### config.mk
export PLATFORM = sky130hd
export DESIGN_NAME = powerpc_fixed_point_unit
export DESIGN_NICKNAME = d
export VERILOG_FILES = /design/src/rtl/pfxu_pkg.sv /design/src/rtl/pfxu_front.sv /design/src/rtl/pfxu_div.sv /design/src/rtl/pfxu_back.sv /design/src/rtl/powerpc_fixed_point_unit.sv
export SDC_FILE = /design/constraint.sdc
export NUM_CORES = 2
export LEC_CHECK = 0
export BUFFER_PORTS_ARGS = -buffer_cell sky130_fd_sc_hd__buf_2
export CAP_MARGIN = 20
export CORE_ASPECT_RATIO = 0.5
export CORE_MARGIN = 5
export CORE_UTILIZATION = 45
export DETAILED_ROUTE_END_ITERATION = 7
export HOLD_SLACK_MARGIN = 0.03
export SLEW_MARGIN = 40
export SYNTH_ARGS = -nofsm -noshare
export SYNTH_HDL_FRONTEND = slang
export SYNTH_SLANG_ARGS = --single-unit
export TNS_END_PERCENT = 1
### constraint.sdc
create_clock -name i_clk -period 24 [get_ports i_clk]
set_clock_uncertainty 0.15 [all_clocks]
set_input_delay 2.4 -clock i_clk [delete_from_list [all_inputs] [get_ports i_clk]]
set_output_delay 2.4 -clock i_clk [all_outputs]
set_load 0.03 [all_outputs]
### src/rtl/pfxu_pkg.sv
// Shared types, opcodes and constants of the fixed-point execution unit.
package pfxu_pkg;

    localparam int REG_COUNT_DEF = 32;
    localparam int WORD_WIDTH_DEF = 64;

    typedef enum logic [5:0] {
        OP_ADD = 6'd0, OP_ADDC = 6'd1, OP_ADDE = 6'd2, OP_ADDI = 6'd3,
        OP_ADDIC = 6'd4, OP_ADDIS = 6'd5, OP_ADDME = 6'd6, OP_ADDZE = 6'd7,
        OP_ANDI = 6'd8, OP_ANDIS = 6'd9, OP_AND = 6'd10, OP_ANDC = 6'd11,
        OP_EQV = 6'd12, OP_EXTSB = 6'd13, OP_EXTSH = 6'd14, OP_EXTSW = 6'd15,
        OP_CNTLZ = 6'd16, OP_MCRF = 6'd17, OP_CMP = 6'd18, OP_CMPI = 6'd19,
        OP_CMPL = 6'd20, OP_CMPLI = 6'd21, OP_DIVW = 6'd22, OP_DIVWU = 6'd23,
        OP_DIVD = 6'd24, OP_DIVDU = 6'd25, OP_CRAND = 6'd26, OP_CRANDC = 6'd27,
        OP_CREQV = 6'd28, OP_CRNAND = 6'd29, OP_CRNOR = 6'd30, OP_CROR = 6'd31,
        OP_CRORC = 6'd32, OP_CRXOR = 6'd33
    } t_opcode;

    localparam logic [3:0] FLD_LT = 4'b1000;
    localparam logic [3:0] FLD_GT = 4'b0100;
    localparam logic [3:0] FLD_EQ = 4'b0010;

    typedef struct packed {
        logic [5:0]  opcode;
        logic [4:0]  dest_index;
        logic [4:0]  src_a_index;
        logic [4:0]  src_b_index;
        logic signed [15:0] immediate;
        logic        overflow_enable;
        logic        record_enable;
        logic        long_compare;
    } t_in_word;

    typedef struct packed {
        logic [63:0] result_value;
        logic        writes_register;
        logic [4:0]  written_index;
        logic [31:0] condition_word;
        logic        carry_flag;
        logic        overflow_flag;
        logic        sticky_overflow;
    } t_out_word;

endpackage

### src/rtl/pfxu_front.sv
// Front end: input queue slot that holds one decoded instruction word.
module pfxu_front
    import pfxu_pkg::*;
(
    input  logic     i_clk,
    input  logic     i_rst_n,
    input  logic     i_push,
    output logic     o_full,
    input  t_in_word i_word,
    input  logic     i_take,
    output logic     o_valid,
    output t_in_word o_word
);
    logic     r_valid;
    t_in_word r_word;

    assign o_full  = r_valid && !i_take;
    assign o_valid = r_valid;
    assign o_word  = r_word;

    always_ff @(posedge i_clk) begin
        if (!i_rst_n) begin
            r_valid <= 1'b0;
        end else if (i_push && !o_full) begin
            r_valid <= 1'b1;
        end else if (i_take) begin
            r_valid <= 1'b0;
        end
    end

    // load when the slot frees or is empty
    always_ff @(posedge i_clk) begin
        if (i_push && !o_full) begin
            r_word <= i_word;
        end
    end
endmodule

### src/rtl/pfxu_div.sv
// Radix-2 restoring divider, one quotient bit per cycle.
module pfxu_div
    import pfxu_pkg::*;
#(
    parameter int W = WORD_WIDTH_DEF
) (
    input  logic         i_clk,
    input  logic         i_rst_n,
    input  logic         i_start,
    input  logic [W-1:0] i_num,
    input  logic [W-1:0] i_den,
    output logic         o_done,
    output logic [W-1:0] o_quo
);
    localparam int CW = $clog2(W + 1);
    logic [W-1:0]  r_quo, r_den;
    logic [W:0]    r_rem;
    logic [CW-1:0] r_cnt;
    logic          r_busy;
    logic [W:0]    w_sh, w_diff;

    assign w_sh   = {r_rem[W-1:0], r_quo[W-1]};
    assign w_diff = w_sh - {1'b0, r_den};
    assign o_done = r_busy && (r_cnt == CW'(1));
    assign o_quo  = {r_quo[W-2:0], !w_diff[W]};

    always_ff @(posedge i_clk) begin
        if (!i_rst_n) begin
            r_busy <= 1'b0;
        end else if (i_start) begin
            r_busy <= 1'b1;
        end else if (o_done) begin
            r_busy <= 1'b0;
        end
    end

    always_ff @(posedge i_clk) begin
        if (i_start) begin
            r_quo <= i_num;
            r_den <= i_den;
            r_rem <= '0;
            r_cnt <= CW'(W);
        end else if (r_busy) begin
            r_rem <= w_diff[W] ? w_sh : w_diff;
            r_quo <= {r_quo[W-2:0], !w_diff[W]};
            r_cnt <= r_cnt - CW'(1);
        end
    end
endmodule

### src/rtl/pfxu_back.sv
// Back end: register file, CR/XER state, execution and result register.
module pfxu_back
    import pfxu_pkg::*;
#(
    parameter int REGISTER_COUNT = REG_COUNT_DEF,
    parameter int WORD_WIDTH = WORD_WIDTH_DEF
) (
    input  logic      i_clk,
    input  logic      i_rst_n,
    input  logic      i_valid,
    input  t_in_word  i_word,
    output logic      o_take,
    output logic      o_empty,
    input  logic      i_pop,
    output t_out_word o_word
);
    localparam int W  = WORD_WIDTH;
    localparam int IW = (REGISTER_COUNT > 1) ? $clog2(REGISTER_COUNT) : 1;
    localparam int CW = $clog2(W + 1);

    typedef enum logic [2:0] {
        S_IDLE = 3'b001, S_READ = 3'b010, S_DIV = 3'b100
    } t_state;

    t_state        r_state;
    logic [W-1:0]  r_gpr [REGISTER_COUNT];
    logic [REGISTER_COUNT-1:0] r_vld;
    logic [31:0]   r_cr;
    logic          r_ca, r_ov, r_so;
    t_in_word      r_ins;
    logic [W-1:0]  r_a, r_b;
    logic          r_out_v;
    t_out_word     r_out;

    // index wrap
    function automatic logic [IW-1:0] wrap(input logic [4:0] idx);
        logic [5:0] t;
        t = {1'b0, idx};
        if (t >= 6'(REGISTER_COUNT)) t = t - 6'(REGISTER_COUNT);
        if (t >= 6'(REGISTER_COUNT)) t = t - 6'(REGISTER_COUNT);
        if (t >= 6'(REGISTER_COUNT)) t = t - 6'(REGISTER_COUNT);
        return t[IW-1:0];
    endfunction

    logic [IW-1:0] w_ia, w_ib, w_it;
    assign w_ia = wrap(i_word.src_a_index);
    assign w_ib = wrap(i_word.src_b_index);
    assign w_it = wrap(r_ins.dest_index);

    assign o_take  = (r_state == S_IDLE) && i_valid;
    assign o_empty = !r_out_v;
    assign o_word  = r_out;

    // operand read: flops, valid bits cleared on reset
    always_ff @(posedge i_clk) begin
        if (o_take) begin
            r_ins <= i_word;
            r_a   <= r_vld[w_ia] ? r_gpr[w_ia] : '0;
            r_b   <= r_vld[w_ib] ? r_gpr[w_ib] : '0;
        end
    end

    // divider operand prep
    logic          w_dword, w_signed, w_neg, w_ovdiv;
    logic [W-1:0]  w_na, w_nb, w_ua, w_ub, w_quo, w_qfix;
    logic          w_div_done, w_div_start;
    logic [W-1:0]  w_a32, w_b32;
    assign w_a32 = W'(r_a[31:0]);
    assign w_b32 = W'(r_b[31:0]);
    always_comb begin
        w_dword  = (r_ins.opcode == OP_DIVD) || (r_ins.opcode == OP_DIVDU);
        w_signed = (r_ins.opcode == OP_DIVD) || (r_ins.opcode == OP_DIVW);
        w_na = w_dword ? r_a : w_a32;
        w_nb = w_dword ? r_b : w_b32;
        if (w_signed && !w_dword) begin
            w_ua = r_a[31] ? W'(32'(-r_a[31:0])) : w_a32;
            w_ub = r_b[31] ? W'(32'(-r_b[31:0])) : w_b32;
            w_neg = r_a[31] ^ r_b[31];
        end else if (w_signed) begin
            w_ua = r_a[W-1] ? -r_a : r_a;
            w_ub = r_b[W-1] ? -r_b : r_b;
            w_neg = r_a[W-1] ^ r_b[W-1];
        end else begin
            w_ua = w_na;
            w_ub = w_nb;
            w_neg = 1'b0;
        end
        if (w_dword) begin
            w_ovdiv = (r_b == '0) || (w_signed && r_a == {1'b1, {(W-1){1'b0}}}
                      && r_b == '1);
        end else begin
            w_ovdiv = (r_b[31:0] == '0) || (w_signed && r_a[31:0] == 32'h8000_0000
                      && r_b[31:0] == 32'hFFFF_FFFF);
        end
    end
    assign w_div_start = (r_state == S_READ) && (r_ins.opcode >= OP_DIVW)
                         && (r_ins.opcode <= OP_DIVDU);

    pfxu_div #(.W(W)) u_div (
        .i_clk   (i_clk),
        .i_rst_n (i_rst_n),
        .i_start (w_div_start),
        .i_num   (w_ua),
        .i_den   (w_ub),
        .o_done  (w_div_done),
        .o_quo   (w_quo)
    );

    always_comb begin
        w_qfix = w_neg ? -w_quo : w_quo;
        if (!w_dword) begin
            w_qfix = w_signed ? W'(signed'(w_qfix[31:0])) : W'(w_qfix[31:0]);
        end
        if (w_ovdiv) w_qfix = '0;
    end

    // combinational execution: result, flags and condition register update
    logic [W-1:0] w_si, w_ui, w_v, w_base;
    logic [W:0]   w_sum;
    logic         w_wr, w_xo, w_rec, w_ov, w_ca, w_ca_upd;
    logic [31:0]  w_cr;
    logic [3:0]   w_fld;
    logic         w_bx, w_by, w_br;
    logic [W-1:0] w_opb;
    logic         w_cin;
    logic [W-1:0] w_ca_a, w_cb_b, w_flip;
    logic [CW-1:0] w_clz;
    logic [W-1:0] w_ovsign;

    always_comb begin
        w_si = W'(signed'(r_ins.immediate));
        w_ui = W'(r_ins.immediate[15:0]);
        w_ovsign = {1'b1, {(W-1){1'b0}}};
        w_opb = r_b;
        w_cin = 1'b0;
        unique case (r_ins.opcode)
            OP_ADDE: w_cin = r_ca;
            OP_ADDIC: w_opb = w_si;
            OP_ADDME: begin w_opb = '1; w_cin = r_ca; end
            OP_ADDZE: begin w_opb = '0; w_cin = r_ca; end
            default: ;
        endcase
        w_sum = {1'b0, r_a} + {1'b0, w_opb} + (W+1)'(w_cin);
        w_base = (r_ins.src_a_index != 5'd0) ? r_a : '0;
        w_clz = '0;
        if (r_ins.long_compare) begin
            for (int i = 0; i < W; i++) if (r_a[i]) w_clz = CW'(W - 1 - i);
            if (r_a == '0) w_clz = CW'(W);
        end else begin
            for (int i = 0; i < 32; i++) if (r_a[i]) w_clz = CW'(31 - i);
            if (r_a[31:0] == '0) w_clz = CW'(32);
        end
        w_ca_a = r_a;
        w_cb_b = r_b;
        w_flip = '0;
        w_fld = '0;
        w_v = '0; w_wr = 1'b0; w_xo = 1'b0; w_rec = 1'b0; w_ov = 1'b0;
        w_ca = r_ca; w_ca_upd = 1'b0;
        w_cr = r_cr;
        w_bx = r_cr[5'd31 - r_ins.src_a_index];
        w_by = r_cr[5'd31 - r_ins.src_b_index];
        w_br = 1'b0;
        unique case (r_ins.opcode)
            OP_ADD, OP_ADDC, OP_ADDE, OP_ADDME, OP_ADDZE: begin
                w_v = w_sum[W-1:0];
                w_ov = |((r_a ^ w_v) & (w_opb ^ w_v) & w_ovsign);
                w_wr = 1'b1; w_xo = 1'b1; w_rec = r_ins.record_enable;
                w_ca_upd = (r_ins.opcode != OP_ADD);
            end
            OP_ADDIC: begin
                w_v = w_sum[W-1:0]; w_wr = 1'b1; w_rec = r_ins.record_enable;
                w_ca_upd = 1'b1;
            end
            OP_ADDI:  begin w_v = w_base + w_si; w_wr = 1'b1; end
            OP_ADDIS: begin w_v = w_base + (w_si << 16); w_wr = 1'b1; end
            OP_ANDI:  begin w_v = r_a & w_ui; w_wr = 1'b1; w_rec = 1'b1; end
            OP_ANDIS: begin w_v = r_a & (w_ui << 16); w_wr = 1'b1; w_rec = 1'b1; end
            OP_AND:   begin w_v = r_a & r_b; w_wr = 1'b1; w_rec = r_ins.record_enable; end
            OP_ANDC:  begin w_v = r_a & ~r_b; w_wr = 1'b1; w_rec = r_ins.record_enable; end
            OP_EQV:   begin w_v = ~(r_a ^ r_b); w_wr = 1'b1; w_rec = r_ins.record_enable; end
            OP_EXTSB: begin
                w_v = W'(signed'(r_a[7:0])); w_wr = 1'b1; w_rec = r_ins.record_enable;
            end
            OP_EXTSH: begin
                w_v = W'(signed'(r_a[15:0])); w_wr = 1'b1; w_rec = r_ins.record_enable;
            end
            OP_EXTSW: begin
                w_v = W'(signed'(r_a[31:0])); w_wr = 1'b1; w_rec = r_ins.record_enable;
            end
            OP_CNTLZ: begin
                w_v = W'(w_clz); w_wr = 1'b1; w_rec = r_ins.record_enable;
            end
            OP_MCRF: begin
                w_fld = r_cr[5'd28 - {r_ins.src_a_index[2:0], 2'b00} +: 4];
                w_cr[5'd28 - {r_ins.dest_index[2:0], 2'b00} +: 4] = w_fld;
            end
            OP_CMP, OP_CMPI, OP_CMPL, OP_CMPLI: begin
                if (r_ins.opcode == OP_CMPI) w_cb_b = w_si;
                if (r_ins.opcode == OP_CMPLI) w_cb_b = w_ui;
                if (!r_ins.long_compare) begin
                    w_ca_a = w_a32;
                    if (r_ins.opcode != OP_CMPLI) w_cb_b = W'(w_cb_b[31:0]);
                end
                if (r_ins.opcode == OP_CMP || r_ins.opcode == OP_CMPI) begin
                    w_flip = r_ins.long_compare ? w_ovsign : W'(32'h8000_0000);
                end
                w_ca_a = w_ca_a ^ w_flip;
                w_cb_b = w_cb_b ^ w_flip;
                w_fld = (w_ca_a < w_cb_b) ? FLD_LT : (w_ca_a > w_cb_b) ? FLD_GT : FLD_EQ;
                w_cr[5'd28 - {r_ins.dest_index[2:0], 2'b00} +: 4] = w_fld | {3'b0, r_so};
            end
            OP_DIVW, OP_DIVWU, OP_DIVD, OP_DIVDU: begin
                w_v = w_qfix; w_ov = w_ovdiv; w_wr = 1'b1; w_xo = 1'b1;
                w_rec = r_ins.record_enable;
            end
            OP_CRAND, OP_CRANDC, OP_CREQV, OP_CRNAND,
            OP_CRNOR, OP_CROR, OP_CRORC, OP_CRXOR: begin
                unique case (r_ins.opcode)
                    OP_CRAND:  w_br = w_bx & w_by;
                    OP_CRANDC: w_br = w_bx & !w_by;
                    OP_CREQV:  w_br = !(w_bx ^ w_by);
                    OP_CRNAND: w_br = !(w_bx & w_by);
                    OP_CRNOR:  w_br = !(w_bx | w_by);
                    OP_CROR:   w_br = w_bx | w_by;
                    OP_CRORC:  w_br = w_bx | !w_by;
                    default:   w_br = w_bx ^ w_by;
                endcase
                w_cr[5'd31 - r_ins.dest_index] = w_br;
            end
            default: ;
        endcase
        if (w_ca_upd) w_ca = w_sum[W];
    end

    logic w_fire, w_so_n, w_ov_n;
    logic [31:0] w_cr_n;
    always_comb begin
        w_fire = ((r_state == S_READ) && !w_div_start) || w_div_done;
        w_ov_n = (w_xo && r_ins.overflow_enable) ? w_ov : r_ov;
        w_so_n = r_so | (w_xo && r_ins.overflow_enable && w_ov);
        w_cr_n = w_cr;
        if (w_rec) begin
            w_cr_n[31:28] = ((w_v == '0) ? FLD_EQ : w_v[W-1] ? FLD_LT : FLD_GT)
                            | {3'b0, w_so_n};
        end
    end

    always_ff @(posedge i_clk) begin
        if (!i_rst_n) begin
            r_state <= S_IDLE;
            r_vld <= '0;
            r_cr <= '0; r_ca <= 1'b0; r_ov <= 1'b0; r_so <= 1'b0;
            r_out_v <= 1'b0;
        end else begin
            // hold the next item until the result register is free
            unique case (r_state)
                S_IDLE: if (o_take) r_state <= S_READ;
                S_READ: if (w_div_start) r_state <= S_DIV;
                        else if (w_fire) r_state <= S_IDLE;
                S_DIV:  if (w_div_done) r_state <= S_IDLE;
                default: r_state <= S_IDLE;
            endcase
            if (w_fire) begin
                r_cr <= w_cr_n; r_ca <= w_ca; r_ov <= w_ov_n; r_so <= w_so_n;
                if (w_wr) r_vld[w_it] <= 1'b1;
                r_out_v <= 1'b1;
            end else if (i_pop) begin
                r_out_v <= 1'b0;
            end
        end
    end

    // result and register write
    always_ff @(posedge i_clk) begin
        if (w_fire) begin
            if (w_wr) r_gpr[w_it] <= w_v;
            r_out.result_value    <= w_wr ? 64'(w_v) : '0;
            r_out.writes_register <= w_wr;
            r_out.written_index   <= w_wr ? 5'(w_it) : '0;
            r_out.condition_word  <= w_cr_n;
            r_out.carry_flag      <= w_ca;
            r_out.overflow_flag   <= w_ov_n;
            r_out.sticky_overflow <= w_so_n;
        end
    end
endmodule

### src/rtl/powerpc_fixed_point_unit.sv
// Top level of the fixed-point execution unit: front slot and execute back end.
// A word passes the front slot, then operand read in the back end, then execute into
// the result register; a divide runs its W divider steps between operand read and the result.
// The back end takes a new word only when idle, so it works on one word at a time; a divide
// holds it for operand read and W divider steps before it returns to idle.
// A result register sits at the output; the back end waits while it is still full.
// Reset (synchronous, active low) zeroes the register file via valid bits, CR and XER.
module powerpc_fixed_point_unit
    import pfxu_pkg::*;
#(
    parameter int REGISTER_COUNT = REG_COUNT_DEF,
    parameter int WORD_WIDTH = WORD_WIDTH_DEF
) (
    input  logic      i_clk,
    input  logic      i_rst_n,
    input  logic      push,
    output logic      full,
    input  t_in_word  i_word,
    output logic      empty,
    input  logic      pop,
    output t_out_word o_word
);
    logic     w_valid, w_take, w_take_ok, w_empty;
    t_in_word w_word;

    pfxu_front u_front (
        .i_clk   (i_clk),
        .i_rst_n (i_rst_n),
        .i_push  (push),
        .o_full  (full),
        .i_word  (i_word),
        .i_take  (w_take_ok),
        .o_valid (w_valid),
        .o_word  (w_word)
    );

    // advance into execute only when the result register will be free
    assign w_take_ok = w_take;

    pfxu_back #(
        .REGISTER_COUNT (REGISTER_COUNT),
        .WORD_WIDTH     (WORD_WIDTH)
    ) u_back (
        .i_clk   (i_clk),
        .i_rst_n (i_rst_n),
        .i_valid (w_valid && (w_empty || pop)),
        .i_word  (w_word),
        .o_take  (w_take),
        .o_empty (w_empty),
        .i_pop   (pop),
        .o_word  (o_word)
    );

    assign empty = w_empty;
endmodule

==> results by group <==
Status
  – Status: finished, final reports clean

CTS
  – Clock edge transition at the registers on the reported setup and hold paths: 70 ps
  – Post-CTS setup buffer count: 0
  – TritonCTS clock tree: built
  – Longest Clk Path Bufs: 4
  – CTS Hold Bufs: 0
  – CTS sink count: 2633
  – Root buf cell: clkbuf_16
  – CTS resizes: 0
  – Clock latency on the worst-skew pair: 940 ps
  – Number of buffers created by CTS: 241
  – Max H-tree Level: 4

Floorplanning
  – Core ar.: 0.316 mm^2
  – Die ar.: 0.329 mm^2
  – Row count: 146
  – Die Span X: 806 um
  – Initial Util: 45.1%
  – Die height: 408 um
  – Ports: 151

Layout
  – FF+latch area: 0.0776 mm^2
  – Area of the multi-input gates: 0.0623 mm^2
  – Filler cells: 26433
  – Most frequent cells in the layout: 2489 x edfxtp_1, 1322 x mux4_2, 735 x nor2_1, 543 x a21oi_1, 497 x o21ai_0
  – Area growth syn-to-layout: 10.8%
  – Final net count: 10243
  – Most common cell after layout, fill and taps aside: edfxtp_1
  – Fraction of layout cells with a size suffix above 1: 24.5%

STA
  – # setup viols final: 0
  – Period minus WS final: 9230 ps
  – Final worst setup slack: 14770 ps
  – Final setup TNS: 0 ps
  – Final period util: 38.5%
  – Final Hold Fails: 0
  – Worst rel slew slack: 30.6%
  – Worst Tran Pin Value: 1030 ps
  – RSZ-0062 raised after global routing: no
  – Max-slew violations: 0
  – Fmax: 108 MHz

Drt
  – TritonRoute pass-1 iters: 6
  – Avg WL per Cell: 36.6 um
  – # DRC: 0
  – Routed Antenna Nets: 0
  – Vias per cell: 6.95
  – Via count: 99594
  – 1st-iter DRT viols: 15920
  – Final WL: 524000 um

Worst setup path
  – Max incr delay on CP: 850 ps
  – WS Path Type: register to register
  – Slowest cell on crit path: or3_2
  – Max FO, Critical Path: 33
  – Most used cell, CP: ha_1
  – WP data required: 24480 ps
  – Critical path buffers and inverters: 2
  – Family with the most delay on the worst path: simple AND/OR/NAND/NOR gates
  – Startpoint types: register
  – Data arrival, critical path: 9710 ps
  – Critical Path End Type: register

Power and ir drop
  – NetSw: 2910 uW
  – Internal cell power: 7910 uW
  – Sequential share of power: 48.1%
  – Clock share of power: 36.2%
  – Combinational Power Share: 15.7%
  – Worst vdd ir: 66.0 uV
  – Cell Pwr Density: 68.5 mW/mm^2
  – Sw frac: 26.9%
  – Static leakage: 0.0523 uW

Logic synthesis
  – Cell count after synthesis: 9823
  – Syn avg cell area: 14.5 um^2
  – FF+latch count, synth: 2633
  – Number of library cell types mapped by synthesis: 123
  – Dominant synthesized flop cell: edfxtp_1
  – Post-synth ARST share: 0%
  – Syn Nets: 10160
  – Post-Syn Area: 0.143 mm^2
  – Register area share after synthesis: 54.4%
  – Yosys warnings: 0
  – Post-synth EDFFs: 2489

Job
  – Maximum Capacitance Violations: 0

Global route
  – Initial antenna violation count: 36
  – Gr usage total: 31.2%
  – Global-route wire length before repair: 728000 um
  – Largest net degree at the start of global routing: 112
  – Vias in the first global route: 95321
  – Grt total ovfl: 0

Placement
  – Port-buffer cells: 150
  – Setup WS pre-CTS: 14900 ps
  – Post-DP HPWL: 332000 um
  – GPL Wtd Cong: 1.01

Worst hold path
  – Hold WC Path Type: register to register
stage by stage:
stage / hold slack [ps] / utilization [%] / instances / instance area (um^2) / power [uW]
6_report: 265 / 50.0 / 14332 / 158000 / 10800
3_5_place_dp: 255 / 47.5 / 13875 / 150000 / 6960
3_3_place_gp: 254 / 47.3 / 13853 / 149000 / 6930
2_1_floorplan: 250 / - / 9823 / 143000 / 6360
5_1_grt: 279 / 50.0 / 14323 / 158000 / 11200
4_1_cts: 269 / 49.9 / 14316 / 158000 / 10800
registers in the layout, indices dropped and copies added (netlist names), 3 cells and up:
name / cells
u_back.o_word: 105
u_back.r_a: 64
u_back.r_b: 64
u_back.r_cr: 32
u_back.r_gpr: 2048
u_back.r_ins: 35
u_back.r_state: 3
u_back.r_vld: 32
u_back.u_div.r_cnt: 7
u_back.u_div.r_den: 64
u_back.u_div.r_quo: 64
u_back.u_div.r_rem: 64
u_back.w_it: 5
u_front.o_word: 40
metal layers:
layer | global-route usage (%) | part of all wire [%]
met1 | 44.4 | 39
met3 | 10.3 | 14
met2 | 44.7 | 43
met5 | 0 | 0.0082
met4 | 11.0 | 4.1
worst reg2reg max path, stage by stage, from the launching register on:
cell       delay, ps
edfxtp_1         380
inv_1             70
ha_1             180
fa_1             200
nor2b_1           80
o31ai_1          450
a211o_1          270
o211a_1          260
o21bai_1         170
a2111oi_0        410
nor2_1           140
xnor2_2          560
ha_1             330
or4b_2           670
nor3_1           480
nand4b_1         420
buf_4            350
o31ai_2          220
xor2_1           170
nand2_1           80
a221oi_1         350
o211ai_1         150
or3_2            850
or4_2            710
nor4_2           310
nand3_1          330
and2_1           250
final timing paths:
check | startpoint | end | slack (ps) | cells past startpoint
max reg2reg | u_back.u_div.r_quo[63] | u_back.o_word[33] | 14770 | 26
min reg2reg | u_front.o_word[32] | u_back.w_it[3] | 270 | 0
min | u_front.o_word[32] | u_back.w_it[3] | 270 | 0
max | u_back.u_div.r_quo[63] | u_back.o_word[33] | 14770 | 26
cell families (layout without fill, tap and decap cells):
family	Yosys count	count (layout)	synth area share (%)
AO/OA/AOI/OAI	2008	2008	8.98
XOR/XNOR	310	310	1.90
adder cells (fa/ha/maj)	293	293	2.60
buffers and inverters	899	1180	2.53
flip-flops	2633	2633	54.4
multiplexers	1521	1521	22.3
other	0	10	0
AND/OR/NAND/NOR	2159	2159	7.30
power by group through the flow:
stage / Clock [uW] / Combinational (uW) / Sequential (uW)
2_1_floorplan: 0 / 1070 / 5290
3_3_place_gp: 0 / 1630 / 5300
3_5_place_dp: 0 / 1650 / 5300
4_1_cts: 3970 / 1660 / 5200
5_1_grt: 4170 / 1800 / 5200
6_report: 3920 / 1700 / 5200
final cells by class:
| cell class | instances | share of cell area [%] |
|---|---|---|
| inverters | 189 | 0.454 |
| diodes | 10 | 0.0158 |
| clock buffers | 296 | 4.01 |
| multi-input cells | 6291 | 39.4 |
| repair buffers | 550 | 2.76 |
| well taps | 4218 | 3.34 |
| clock inverters | 145 | 0.896 |
| flip-flops and latches | 2633 | 49.1 |
cell usage after synthesis, types with 27 or more instances:
cell | count | share of area [%]
a31oi_1 | 102 | 0.45
o211ai_1 | 65 | 0.34
inv_1 | 187 | 0.49
and2_1 | 66 | 0.29
xnor2_1 | 181 | 1.1
o21a_1 | 95 | 0.50
nor4_1 | 68 | 0.30
xor2_1 | 129 | 0.79
nand2b_1 | 49 | 0.21
clkbuf_1 | 541 | 1.4
o21bai_1 | 55 | 0.29
edfxtp_1 | 2489 | 52
or2_2 | 30 | 0.13
mux4_2 | 1322 | 21
nor2_1 | 759 | 2.0
or3_1 | 40 | 0.18
a21o_1 | 151 | 0.79
or4_1 | 40 | 0.21
nand3_1 | 134 | 0.47
o221ai_1 | 38 | 0.23
nor2b_1 | 92 | 0.40
nand4_1 | 99 | 0.43
o21ai_0 | 511 | 1.8
a21oi_1 | 548 | 1.9
mux2i_1 | 179 | 1.3
buf_1 | 130 | 0.34
a211oi_1 | 59 | 0.31
and3_1 | 35 | 0.15
dfxtp_1 | 144 | 2.0
o31ai_1 | 40 | 0.21
nand2_1 | 474 | 1.2
a221oi_1 | 27 | 0.17
nor3_1 | 169 | 0.59
ha_1 | 288 | 2.5
Power figures use the tool's default switching activity.
